--- src/rtl/bb3_pkg.sv ---
// Shared types, constants and helper functions for the 3x3 box blur stream.
package bb3_pkg;

    localparam int MAX_WIDTH = 1024;
    localparam int ADDR_W    = $clog2(MAX_WIDTH);
    localparam int WIDTH_W   = 11;
    localparam int HEIGHT_W  = 13;
    localparam int CFG_W     = 13;
    localparam int PIX_W     = 24;
    localparam int SUM_W     = 12;
    localparam int CNT_W     = 4;
    localparam int RECIP_W   = 17;
    localparam int PROD_W    = SUM_W + RECIP_W;
    localparam int Q_DEPTH   = 4;
    localparam int Q_PTR_W   = $clog2(Q_DEPTH);

    // Register indexes of the configuration port
    localparam logic REG_WIDTH  = 1'b0;
    localparam logic REG_HEIGHT = 1'b1;

    // Input kinds carried on tuser
    localparam logic OP_PIXEL = 1'b0;
    localparam logic OP_DRAIN = 1'b1;

    // One classified beat handed from the front to the back.
    // For a pixel: row_a = r>=1, row_b = r>=2, col_a = c>=1, col_b = c>=2,
    // col_last = c==w-1. For a drain: row_b = h>=2, col_a = d>=1,
    // col_b = d+1<w, col_last = d==w-1.
    typedef struct packed {
        logic              is_drain;
        logic [ADDR_W-1:0] addr;
        logic [PIX_W-1:0]  pix;
        logic              row_a;
        logic              row_b;
        logic              col_a;
        logic              col_b;
        logic              col_last;
    } bb3_item_t;

    // Reciprocal scaled by 2^16 for each possible neighbor count
    function automatic logic [RECIP_W-1:0] recip(input logic [CNT_W-1:0] n);
        logic [RECIP_W-1:0] m;
        case (n)
            4'd1:    m = 17'd65536;
            4'd2:    m = 17'd32768;
            4'd3:    m = 17'd21846;
            4'd4:    m = 17'd16384;
            4'd6:    m = 17'd10923;
            4'd9:    m = 17'd7282;
            default: m = 17'd0;
        endcase
        return m;
    endfunction

endpackage

--- src/rtl/bb3_queue.sv ---
// Short queue of classified beats between the front and the back.
module bb3_queue (
    input  logic               aclk,
    input  logic               aresetn,
    input  logic               push,
    input  bb3_pkg::bb3_item_t push_item,
    output logic               has_room,
    input  logic               pop,
    output logic               q_valid,
    output bb3_pkg::bb3_item_t q_item
);

    bb3_pkg::bb3_item_t         slot_reg [bb3_pkg::Q_DEPTH];
    logic [bb3_pkg::Q_PTR_W-1:0] wr_ptr_reg, rd_ptr_reg;
    logic [bb3_pkg::Q_PTR_W:0]   count_reg, count_next;

    assign has_room = (count_reg != (bb3_pkg::Q_PTR_W+1)'(bb3_pkg::Q_DEPTH));
    assign q_valid  = (count_reg != '0);
    assign q_item   = slot_reg[rd_ptr_reg];

    always_comb begin
        count_next = count_reg;
        if (push && !pop) begin
            count_next = count_reg + 1'b1;
        end else if (pop && !push) begin
            count_next = count_reg - 1'b1;
        end
    end

    // Store the beat
    always_ff @(posedge aclk) begin
        if (push) begin
            slot_reg[wr_ptr_reg] <= push_item;
        end
    end

    // Advance pointers
    always_ff @(posedge aclk) begin
        if (!aresetn) begin
            wr_ptr_reg <= '0;
            rd_ptr_reg <= '0;
            count_reg  <= '0;
        end else begin
            if (push) begin
                wr_ptr_reg <= wr_ptr_reg + 1'b1;
            end
            if (pop) begin
                rd_ptr_reg <= rd_ptr_reg + 1'b1;
            end
            count_reg <= count_next;
        end
    end

endmodule

--- config.mk ---
export PLATFORM = sky130hd
export DESIGN_NAME = bb3_queue
export DESIGN_NICKNAME = d
export VERILOG_FILES = /design/src/rtl/bb3_pkg.sv /design/src/rtl/bb3_queue.sv
export SDC_FILE = /design/constraint.sdc
export NUM_CORES = 1
export LEC_CHECK = 0
export BUFFER_PORTS_ARGS = -buffer_cell sky130_fd_sc_hd__buf_2
export CORE_MARGIN = 2
export CORE_UTILIZATION = 45
export DETAILED_ROUTE_END_ITERATION = 10
export HOLD_SLACK_MARGIN = 0.1
export SLEW_MARGIN = 20
export SYNTH_ARGS = -nofsm -noshare
export SYNTH_HDL_FRONTEND = slang
export SYNTH_SLANG_ARGS = --single-unit
--- constraint.sdc ---
create_clock -name aclk -period 2.7 [get_ports aclk]
set_clock_uncertainty 0.15 [all_clocks]
set_input_delay 0.405 -clock aclk [delete_from_list [all_inputs] [get_ports aclk]]
set_output_delay 0.405 -clock aclk [all_outputs]
set_load 0.01 [all_outputs]
Word-level counts from Yosys, hierarchy flattened
Memory sizes are Yosys's and may differ from the RTL's. A register that Yosys moved wholly into a read port is not among the register bits.
Index checks and enable logic that the tools add are counted.
- memories: 1
- output and inout port bits: 42
- input port bits: 44
- register bits after elaboration: 7
- RAM bits: 160
- logic and storage cells: 21
- memories (name ; depth ; width ; read ports ; clocked after Yosys merged registers in ; write ports ; line ; text):
    slot_reg ; 4 ; 40 ; 1 ; 1 ; 1 ; bb3_queue.sv:13 ; bb3_pkg::bb3_item_t slot_reg [bb3_pkg::Q_DEPTH];
- add/subtract/negate cells: 4
- equal/unequal tests: 1
- reduce and logical (&&, ||, !) cells: 6
- mux-type cells: 6
- operator list (kind ; number):
    3-bit two-way mux ; 2
    2-bit by 1-bit adder with 2-bit output (second input constant) ; 2
    2-bit two-way mux ; 2
    3-bit by 1-bit adder with 3-bit output (second input constant) ; 1
    3-bit inequality test (second input constant) ; 1
    3-bit nonzero test ; 1
    3-bit by 1-bit subtractor with 3-bit output (second input constant) ; 1
    1-bit logical AND ; 2
    1-bit logical NOT ; 2
    1-bit two-way mux ; 2
    2-bit nonzero test ; 1

Depth between registers and ports, before layout
- depth in word-level cells: 4
- mapped depth: 7
- gate-level depth less buffers: 7

Worst setup path before layout
No wires, ideal clock.
- path kind: reg2reg
- start point: register wr_ptr_reg[0] (netlist bit)
- end point: memory slot_reg[2][0] (netlist bit), enable pin
- stages on the path, launching flop included: 4
- clock period less this slack: 2.060 ns
- library setup time: 0.401 ns
- required time: 2.149 ns
- path buffers: 0
- setup slack: 0.640 ns
- arrival time: 1.509 ns
- cells stage by stage: dfxtp_1 > inv_1 > ha_1 > and2_1
- RTL lines (what ; line ; text):
    start, declared ; bb3_queue.sv:14 ; logic [bb3_pkg::Q_PTR_W-1:0] wr_ptr_reg, rd_ptr_reg;
    start signal, assigned ; bb3_queue.sv:45 ; wr_ptr_reg <= wr_ptr_reg + 1'b1;
    end, declared ; bb3_queue.sv:13 ;
No word-level cell before the write port.

==> out/qor.yml <==
power:
  sequentialPowerShare: 0.503
  power_density_nw_per_um2: 763
  sw_frac_of_total: 0.211
  ir_drop_mv: 0.387
  comb_power_share: 0.102
  power.internal_mw: 4.78
  power.leakage_nw: 2.74
  total_switching_power_mw: 1.28
  clockPowerShare: 0.395
synthesis:
  yosys_register_bits: 169
  synth.yosys.warnings: 0
  synth_area_um2: 6260
  synth_seq_area_share: 0.796
  top_cell_type_by_total_area_after_synthesis: "edfxtp_1"
  count_of_cell_types_in_the_netlist: 19
  synthesis.nets: 303
  synthesis.instances: 253
  synth_top_area_share: 0.767
  syn_area_per_cell_um2: 24.8
  synthTopCellsByArea: "edfxtp_1, mux4_2, dfxtp_1"
route:
  wl_per_cell_um: 18.5
  antenna_violating_nets_post_route: 0
  routed_via_density: 5.01
  drt-total-wl_um: 10900
  remaining_design_rule_violation_count: 0
  first_pass_iters: 7
  detailedRoute.firstIterationViolations: 179
  route.vias.total: 2957
sta:
  fmaxAchievable_mhz: 417
  drv_slew: 0
  tns_ns: 0
  min_period_over_period: 0.887
  rsz_0062_raised_after_global_routing: "false"
  final-hold-violation-count: 0
  slew-limit-headroom: 0.756
  hold-worst-slack_ns: 0.150
  finalWorstPathRequiredPeriod_ns: 2.40
  final.setup.worst_slack_ns: 0.304
  tightest_slew_ns: 0.366
  finalSetupViolations: 0
outcome:
  run_status: "finished clean"
placement:
  hpwl_after_detailed_placement_um: 6330
  placedInstanceArea_um2: 6940
  preCtsSetupSlack_ns: 0.593
  gp_congestion: 0.659
  numPortBuffers: 85
worst_setup_path:
  worst-setup-path-type: "reg -> out"
  worstPathRequired_ns: 2.14
  path_max_fanout: 24
  terminus_of_the_critical_flop_to_flop_path: "count_reg[2]$_SDFFE_PN0P_"
  crit_path_start_kind: "register"
  worstPathArrival_ns: 1.84
  reg2reg_depth: 4
  worstReg2RegStart: "count_reg[0]$_SDFFE_PN0P_"
  crit_path_end_kind: "output pin"
  critPathCapture: "q_item[22]"
  timing.reg2reg.setup_slack_ns: 1.03
grt:
  antenna_found_initial: 0
  grt_usage: 0.161
  grt_pass1_vias: 3115
  grt_max_degree: 41
  grt_first_pass_wirelength_um: 17100
  grt_remaining_overflow: 0
finish:
  stdcell_area_um2: 7940
  largest_reg_flops: 160
  most_common_library_cell_in_the_layout_ignoring_fill_and_taps: "edfxtp_1"
  diodes: 0
  final_net_count: 447
  final_layout_size_suffix_gt1_frac: 0.417
  areaGrowthSynthToFinish_pct: 26.8
  mostFrequentLayoutCells: "edfxtp_1, buf_2, mux4_2, dlygate4sd3_1, clkbuf_16"
die:
  vertical_die_dimension_um: 122
  initial_utilization: 0.457
  die_x_um: 122
  design.die.area_um2: 14900
  placement_rows: 43
  placeableCoreArea_um2: 13700
  floorplan.io_pins: 86
clocking:
  max-clock-path-buffers: 2
  ctsHtreeMaxLevel: 4
  path_clk_slew_ns: 0.06
  numClockSinks: 169
  numCtsBuffers: 17
  clockRootBuffer: "clkbuf_16"
  tritoncts: "done"
  worstSkewPairLatency_ns: 0.42
hold_path:
  min-delay-path-class: "in -> reg"
run:
  max-cap-violations: 0
==> power groups by stage <==
stage / logic [mW] / clock network, mW / registers (mW)
floorplan: 0.371 / 0 / 3.09
global placement: 0.580 / 0 / 3.10
detailed placement: 0.586 / 0 / 3.11
CTS: 0.635 / 2.46 / 3.05
global route: 0.675 / 2.56 / 3.06
finish: 0.617 / 2.39 / 3.05
==> logic make-up after synthesis <==
family,count (synthesis),share of synthesized area
muxes,42,0.147
AOI/OAI and AO/OA,2,0.00200
DFF,169,0.796
xor gates and xnor gates,5,0.00699
and+or+nand+nor,16,0.0148
buffers and inverters,13,0.0202
adders and majority gates,6,0.0132
==> layer usage <==
| metal | track usage | up-vias | wire length [µm] |
|---|---|---|---|
| li1 | - | 1348 | - |
| met1 | 0.212 | 1508 | 4700 |
| met2 | 0.248 | 88 | 5350 |
| met3 | 0.0506 | 13 | 683 |
| met4 | 0.0711 | 0 | 174 |
| met5 | 0 | - | 0 |
==> cells in the mapped netlist <==
master	number
edfxtp_1	160
mux4_2	40
and2_1	9
dfxtp_1	9
ha_1	5
buf_12	4
buf_2	4
inv_1	4
xor2_1	3
mux2i_1	2
nand2_1	2
nor2b_1	2
or3_1	2
xnor2_1	2
a21boi_0	1
buf_6	1
fa_1	1
nor2_1	1
o21ai_0	1
==> worst min-delay path by stage <==
stage | from | endpoint | slack (ns) | cells after the start
floorplan | count_reg[2]$_SDFFE_PN0P_ | count_reg[2]$_SDFFE_PN0P_ | 0.32 | 2
global placement | count_reg[2]$_SDFFE_PN0P_ | count_reg[2]$_SDFFE_PN0P_ | 0.34 | 2
detailed placement | count_reg[2]$_SDFFE_PN0P_ | count_reg[2]$_SDFFE_PN0P_ | 0.37 | 2
CTS | aresetn | rd_ptr_reg[0]$_SDFFE_PN0P_ | 0.14 | 2
global route | aresetn | count_reg[2]$_SDFFE_PN0P_ | 0.15 | 2
finish | aresetn | rd_ptr_reg[0]$_SDFFE_PN0P_ | 0.15 | 2
==> critical path, cell delays in order, from the launching register on <==
cell and delay [ns]:
dfxtp_4 0.44, buf_12 0.25, mux4_2 0.55, buf_2 0.16
==> final cells by class <==
| class | instances | area (µm²) |
|---|---|---|
| Tap cell | 180 | 225 |
| Fill cell | 1035 | 5780 |
| Sequential cell | 169 | 4990 |
| Clock inverter | 10 | 116 |
| Inverter | 4 | 15.0 |
| Timing Repair Buffer | 134 | 956 |
| Multi-Input combinational cell | 71 | 1160 |
| Clock buffer | 22 | 484 |
==> metrics by stage <==
stage	utilization	std cells	power, mW
global route	0.579	590	6.30
detailed placement	0.506	518	3.70
finish	0.579	590	6.06
CTS	0.579	590	6.15
floorplan	-	253	3.46
global placement	0.506	518	3.68
==> repair_timing <==
action,in CTS,in global routing
hold buffers,40,0
resized for setup,0,0
setup buffers,0,0
endpoints found under the hold margin,160,0
(Power assumes the default switching activity.)
