## src/rtl/bb3_pkg.sv

```systemverilog
// Shared types, constants and helper functions for the 3x3 box blur stream.
package bb3_pkg;

    localparam int MAX_WIDTH = 1024;
    localparam int ADDR_W    = $clog2(MAX_WIDTH);
    localparam int WIDTH_W   = 11;
    localparam int HEIGHT_W  = 13;
    localparam int CFG_W     = 13;
    localparam int PIX_W     = 24;
    localparam int SUM_W     = 12;
    localparam int CNT_W     = 4;
    localparam int RECIP_W   = 17;
    localparam int PROD_W    = SUM_W + RECIP_W;
    localparam int Q_DEPTH   = 4;
    localparam int Q_PTR_W   = $clog2(Q_DEPTH);

    // Register indexes of the configuration port
    localparam logic REG_WIDTH  = 1'b0;
    localparam logic REG_HEIGHT = 1'b1;

    // Input kinds carried on tuser
    localparam logic OP_PIXEL = 1'b0;
    localparam logic OP_DRAIN = 1'b1;

    // One classified beat handed from the front to the back.
    // For a pixel: row_a = r>=1, row_b = r>=2, col_a = c>=1, col_b = c>=2,
    // col_last = c==w-1. For a drain: row_b = h>=2, col_a = d>=1,
    // col_b = d+1<w, col_last = d==w-1.
    typedef struct packed {
        logic              is_drain;
        logic [ADDR_W-1:0] addr;
        logic [PIX_W-1:0]  pix;
        logic              row_a;
        logic              row_b;
        logic              col_a;
        logic              col_b;
        logic              col_last;
    } bb3_item_t;

    // Reciprocal scaled by 2^16 for each possible neighbor count
    function automatic logic [RECIP_W-1:0] recip(input logic [CNT_W-1:0] n);
        logic [RECIP_W-1:0] m;
        case (n)
            4'd1:    m = 17'd65536;
            4'd2:    m = 17'd32768;
            4'd3:    m = 17'd21846;
            4'd4:    m = 17'd16384;
            4'd6:    m = 17'd10923;
            4'd9:    m = 17'd7282;
            default: m = 17'd0;
        endcase
        return m;
    endfunction

endpackage

```

## src/rtl/bb3_front.sv

```systemverilog
// Front end: configuration registers, raster counters and beat classification.
module bb3_front (
    input  logic                       aclk,
    input  logic                       aresetn,
    input  logic                       cfg_wr_en,
    input  logic                       cfg_addr,
    input  logic [bb3_pkg::CFG_W-1:0]  cfg_wdata,
    input  logic                       in_valid,
    input  logic                       in_kind,
    input  logic [bb3_pkg::PIX_W-1:0]  in_pix,
    input  logic                       in_take,
    output logic                       push,
    output bb3_pkg::bb3_item_t         push_item
);

    logic [bb3_pkg::WIDTH_W-1:0]  width_reg;
    logic [bb3_pkg::HEIGHT_W-1:0] height_reg;
    logic [bb3_pkg::WIDTH_W-1:0]  col_reg, col_next;
    logic [bb3_pkg::HEIGHT_W-1:0] row_reg, row_next;
    logic [bb3_pkg::WIDTH_W-1:0]  drain_reg, drain_next;
    logic [bb3_pkg::WIDTH_W-1:0]  w_eff;
    logic [bb3_pkg::HEIGHT_W-1:0] h_eff;
    logic [bb3_pkg::WIDTH_W-1:0]  col_inc, drain_inc;
    logic                         pix_ok, drain_ok, is_drain;

    // Clamp the configured frame size to the usable range
    always_comb begin
        if (width_reg == '0) begin
            w_eff = bb3_pkg::WIDTH_W'(1);
        end else if (width_reg > bb3_pkg::WIDTH_W'(bb3_pkg::MAX_WIDTH)) begin
            w_eff = bb3_pkg::WIDTH_W'(bb3_pkg::MAX_WIDTH);
        end else begin
            w_eff = width_reg;
        end
        h_eff = (height_reg == '0) ? bb3_pkg::HEIGHT_W'(1) : height_reg;
    end

    // Classify the beat: pixels inside the frame, drains after it
    assign is_drain  = (in_kind == bb3_pkg::OP_DRAIN);
    assign pix_ok    = !is_drain && (row_reg < h_eff) && (col_reg < w_eff);
    assign drain_ok  = is_drain && (row_reg >= h_eff);
    assign push      = in_valid && in_take && (pix_ok || drain_ok);
    assign col_inc   = col_reg + 1'b1;
    assign drain_inc = drain_reg + 1'b1;

    always_comb begin
        push_item          = '0;
        push_item.is_drain = is_drain;
        push_item.pix      = in_pix;
        if (is_drain) begin
            push_item.addr     = drain_reg[bb3_pkg::ADDR_W-1:0];
            push_item.row_b    = (h_eff >= bb3_pkg::HEIGHT_W'(2));
            push_item.col_a    = (drain_reg >= bb3_pkg::WIDTH_W'(1));
            push_item.col_b    = (drain_inc < w_eff);
            push_item.col_last = (drain_inc == w_eff);
        end else begin
            push_item.addr     = col_reg[bb3_pkg::ADDR_W-1:0];
            push_item.row_a    = (row_reg >= bb3_pkg::HEIGHT_W'(1));
            push_item.row_b    = (row_reg >= bb3_pkg::HEIGHT_W'(2));
            push_item.col_a    = (col_reg >= bb3_pkg::WIDTH_W'(1));
            push_item.col_b    = (col_reg >= bb3_pkg::WIDTH_W'(2));
            push_item.col_last = (col_inc == w_eff);
        end
    end

    // Advance the raster and drain counters
    always_comb begin
        col_next   = col_reg;
        row_next   = row_reg;
        drain_next = drain_reg;
        if (cfg_wr_en) begin
            col_next   = '0;
            row_next   = '0;
            drain_next = '0;
        end else if (push && !is_drain) begin
            if (col_inc >= w_eff) begin
                col_next = '0;
                row_next = row_reg + 1'b1;
            end else begin
                col_next = col_inc;
            end
        end else if (push) begin
            if (drain_inc >= w_eff) begin
                drain_next = '0;
                col_next   = '0;
                row_next   = '0;
            end else begin
                drain_next = drain_inc;
            end
        end
    end

    always_ff @(posedge aclk) begin
        if (!aresetn) begin
            width_reg  <= bb3_pkg::WIDTH_W'(640);
            height_reg <= bb3_pkg::HEIGHT_W'(480);
            col_reg    <= '0;
            row_reg    <= '0;
            drain_reg  <= '0;
        end else begin
            if (cfg_wr_en && cfg_addr == bb3_pkg::REG_WIDTH) begin
                width_reg <= cfg_wdata[bb3_pkg::WIDTH_W-1:0];
            end
            if (cfg_wr_en && cfg_addr == bb3_pkg::REG_HEIGHT) begin
                height_reg <= cfg_wdata[bb3_pkg::HEIGHT_W-1:0];
            end
            col_reg   <= col_next;
            row_reg   <= row_next;
            drain_reg <= drain_next;
        end
    end

endmodule

```

## config.mk

```make
export PLATFORM = sky130hd
export DESIGN_NAME = bb3_front
export DESIGN_NICKNAME = d
export VERILOG_FILES = /design/src/rtl/bb3_pkg.sv /design/src/rtl/bb3_front.sv
export SDC_FILE = /design/constraint.sdc
export NUM_CORES = 1
export LEC_CHECK = 0
export BUFFER_PORTS_ARGS = -buffer_cell sky130_fd_sc_hd__buf_2
export CAP_MARGIN = 20
export CORE_MARGIN = 2
export CORE_UTILIZATION = 59
export CTS_CLUSTER_DIAMETER = 100
export DETAILED_ROUTE_END_ITERATION = 16
export GPL_TIMING_DRIVEN = 0
export PLACE_DENSITY = 0.84
export SLEW_MARGIN = 5
export SYNTH_ARGS = -nofsm -noshare
export SYNTH_HDL_FRONTEND = slang
export SYNTH_SLANG_ARGS = --single-unit
```

## constraint.sdc

```tcl
create_clock -name aclk -period 10.2 [get_ports aclk]
set_clock_uncertainty 0.2 [all_clocks]
set_input_delay 2.04 -clock aclk [delete_from_list [all_inputs] [get_ports aclk]]
set_output_delay 2.04 -clock aclk [all_outputs]
set_load 0.005 [all_outputs]
```

; After elaboration in Yosys (flattened, before gate mapping)
; Cells that the tools add are included.
[classes]
n_addsub = 3
magnitude_cmp = 13
eq_ne = 3
muxes = 15
n_bitwise = 3
n_reduce_logical = 18
[ops]
columns = op, n
row1 = $mux 11, 7
row2 = $mux 13, 5
row3 = $ge 13x2->1 const B, 2
row4 = $add 11x1->11 const B, 2
row5 = $eq 11x11->1, 2
row6 = $ge 11x1->1 const B, 2
row7 = $ge 11x11->1, 2
row8 = $lt 11x11->1, 2
row9 = $add 13x1->13 const B, 1
row10 = $ge 13x1->1 const B, 1
row11 = $ge 13x13->1, 1
row12 = $logic_not 13->1, 1
row13 = $lt 13x13->1, 1
row14 = $ge 11x2->1 const B, 1
row15 = $gt 11x11->1 const B, 1
row16 = $logic_not 11->1, 1
row17 = $mux 10, 1
row18 = $logic_and 1x1->1, 8
row19 = $mux 4, 1
row20 = $reduce_and 2->1, 2
row21 = $reduce_bool 2->1, 2
row22 = $not 1->1, 3
row23 = $reduce_and 3->1, 1
row24 = $ne 2x1->1 const B, 1
row25 = other kinds (4), 4
[word_totals]
ff_bits = 59
wordCells = 60

; Logic depth before layout (Yosys ltp)
[depth]
depth_word = 10
mapped_depth = 15

; Least setup slack after synthesis
; OpenSTA, ideal clock, no wires.
[synth_timing]
kind = input-to-output
start = in in_kind
end = out push_item[32] in the netlist's numbering
t_arrival_ns = 3.020
required_ns = 7.960
setup_slack_ns = 4.940
cell_stages = 3
path_buffers = 2
path_cell_list = clkbuf_1 -> clkbuf_1 -> mux2_2
[synth_lines]
columns = element, line_no
row1 = from (decl), bb3_front.sv:9  ; input logic in_kind,
row2 = to (decl), bb3_front.sv:13  ; output bb3_pkg::bb3_item_t push_item

==> results.txt <==
number of gates resized after cts - 0
number of maximum-capacitance violations - 0
Routed Wire Length - 11.92 mm
ys async rst share - 0%
Power Internal - 0.3585 mW
number of flip-flops and latches in the synthesized netlist - 59
sort of element at the start of the critical path - primary input
leading cell types in the layout, fill and taps excluded - 85 x nand2_1, 63 x buf_2, 59 x dfxtp_1
remaining routing DRC violations - 0
final design utilization - 69.24%
amount of wire on met3 after detailed routing - 1.064 mm
die area - 8192 sq um
I/O pin total - 85
number of cells on the worst hold path - 2
status - finished, final reports clean
syn avg cell area - 7.927 sq um
synthesized area - 4415 sq um
FMAX - 165.4 MHz
number of warnings printed during yosys synthesis - 0
maximum ir drop on the vdd rail - 0.1157 mV
most frequent standard cell in the layout excluding fill and tap cells - nand2_1
met2 wire length - 5.622 mm
Post-Synthesis Net Count - 655
number of optimization iterations in the first detailed-route pass - 5
Worst Hold Class - reg -> reg
root cell of the clock tree - clkbuf_8
flip-flop cell with the highest count after synthesis - dfxtp_1
top routing layer used - met4
slew at the pin with the worst max-slew slack - 0.6350 ns
final setup vio count - 0
final critical path time including I/O delays and setup - 6.046 ns
Worst Path Arrival - 3.81 ns
wire length of the first global-routing pass - 19.73 mm
Critical-path top delay cell - clkbuf_1
antenna violations before repair - 0
switching component of the power - 0.1596 mW
PD cells - 103.1 nW/um^2
Max Transition Viols Final - 0
post-route met1 wirelength - 4.794 mm
standard cell core area - 7253 sq um
fraction of power spent switching nets - 30.80%
ANT cells - 0
detailed-route wire length per cell - 16.29 microns
ratio of cells with drive above 1 in the final layout - 19.12%
maximum number of pins on one net before global-route repair - 14
DR vias - 4472
portion of the clock cycle consumed by the worst path in the final layout - 59.27%
count of final hold-check violations - 0
Syn Inst Count - 557
routability congestion estimate - 0.9677
area post-placement - 4840 sq um
# nets final - 726
Worst Path Max Fanout - 10
Cell Rows - 31
global router's overall resource usage - 29.62%
reported leakage power - 2.335 nW
Die Width - 90.51 microns
Post-Route Setup TNS - 0 ns
headroom to the max-slew limit - 57.28%
register clock-pin slew on the reported worst setup and hold paths - 0.08 ns
RSZ-0062 raised after global routing - no
DR vias/cell - 6.109
sequential element share of the synthesized area - 26.75%
r2r worst-path depth - 14
largest buffer count on any clock path - 2
number of DRC violations after detailed-routing iteration 0 - 275
vias in the first global route - 4252
Comb power frac - 14.3%
power share of the clock group - 39.5%
peak per-stage delay on the critical path - 0.52 ns
number of library cell types mapped by synthesis - 52
overall power - 0.5180 mW
antenna viol nets, final - 0
number of CTS-inserted buffers - 9
IO buf count - 60
die height - 90.51 microns
category of the most critical setup path - in -> out
Num Clock Sinks - 59
effective utilization at floorplan - 60.88%
count of buffers added by post-CTS timing repair for setup - 0
TritonCTS clock tree - yes
Worst Path Required - 7.96 ns
crit path cell chain - buf_2 > clkbuf_1 > clkbuf_1 > nand3_1 > nor4_1 > nor2_1 > buf_2
post-detailed-placement half-perimeter wirelength - 9.126 mm
register share of total power - 46.2%
hold bufs inserted after CTS - 0
CTS H-Tree Depth - 3
final global-route overflow total - 0
number of flops mapped to enable cells by yosys - 0
clock latency at the later pin of the worst-skew pair - 0.36 ns
Synth-to-Final Area Change - 13.74%
cell area after layout - 5022 sq um
kind of end point of the critical path - output port
setup slack, reg-to-reg - 5.62 ns
[final timing paths]
| path | startpoint | endpoint |
|---|---|---|
| worst max-delay path | in_kind | push_item[2] |
| worst min-delay path | width_reg[3] | width_reg[3] |
| worst max register to register | drain_reg[0] | drain_reg[2] |
| worst min register to register | width_reg[3] | width_reg[3] |
[power by group through the flow]
stage | clock network [mW] | registers, mW | logic [mW]
detailed placement | 0 | 0.245 | 0.0724
CTS | 0.205 | 0.239 | 0.0729
finish | 0.205 | 0.239 | 0.0739
global route | 0.218 | 0.240 | 0.0816
floorplan | 0 | 0.243 | 0.0478
global placement | 0 | 0.244 | 0.0692
[area by class of cell]
class	instances	area [sq um]
clock inverter	7	58.81
multi-input combinational	423	2855
timing repair buffer	60	300.3
clock buffer	9	123.9
inverter	30	112.6
sequential	59	1181
buffer	45	266.5
fill	591	2231
tap	99	123.9
[logic make-up (layout without fill, tap and decap cells)]
family / count (synthesis) / after routing / synth area share, %
simple gates: 222 / 222 / 25.82
compound gates: 127 / 127 / 19.10
buf+inv: 75 / 151 / 8.586
flops: 59 / 59 / 26.75
fa+ha+maj: 54 / 54 / 15.30
xor+xnor: 11 / 11 / 2.182
mux: 9 / 9 / 2.267
[critical path, delay by kind of cell]
| family | cells | cell delay (ns) |
|---|---|---|
| simple gates | 3 | 0.50 |
| buf+inv | 4 | 1.27 |
[Yosys cell counts (5+ instances only)]
cell | count | area, sq um
a21boi_0 | 19 | 142.6
o211ai_1 | 12 | 90.09
nor2_1 | 27 | 101.4
inv_1 | 29 | 108.9
nor4_1 | 13 | 81.33
ha_1 | 54 | 675.7
and2_1 | 6 | 37.54
a32o_1 | 5 | 50.05
clkbuf_1 | 16 | 60.06
a31oi_1 | 7 | 43.79
nand3_1 | 18 | 90.09
nand2b_1 | 12 | 75.07
a21oi_1 | 25 | 125.1
dfxtp_1 | 59 | 1181
nand2_1 | 85 | 319.1
nor2b_1 | 6 | 37.54
o21ai_0 | 29 | 145.1
nand3b_1 | 6 | 45.04
a21o_1 | 7 | 52.55
buf_4 | 25 | 187.7
and3_1 | 20 | 125.1
nand4_1 | 7 | 43.79
xnor2_1 | 8 | 70.07
mux2_2 | 8 | 90.09
[through the flow]
| step | setup slack [ns] | hold WS [ns] | std cells |
|---|---|---|---|
| floorplan | 4.940 | 0.2430 | 557 |
| global placement | 4.252 | 0.2718 | 716 |
| detailed placement | 4.220 | 0.2812 | 716 |
| CTS | 4.223 | 0.2919 | 732 |
| global route | 4.083 | 0.3247 | 732 |
| finish | 4.154 | 0.2889 | 732 |
[per-layer routing]
metal | global-route usage (%) | vias to the layer above
met5 | 0 | -
met4 | 12.18 | 0
met3 | 6.594 | 50
met2 | 50.56 | 239
met1 | 35.93 | 2066
li1 | - | 2117
No activity file was read; power rests on OpenSTA's default activity.
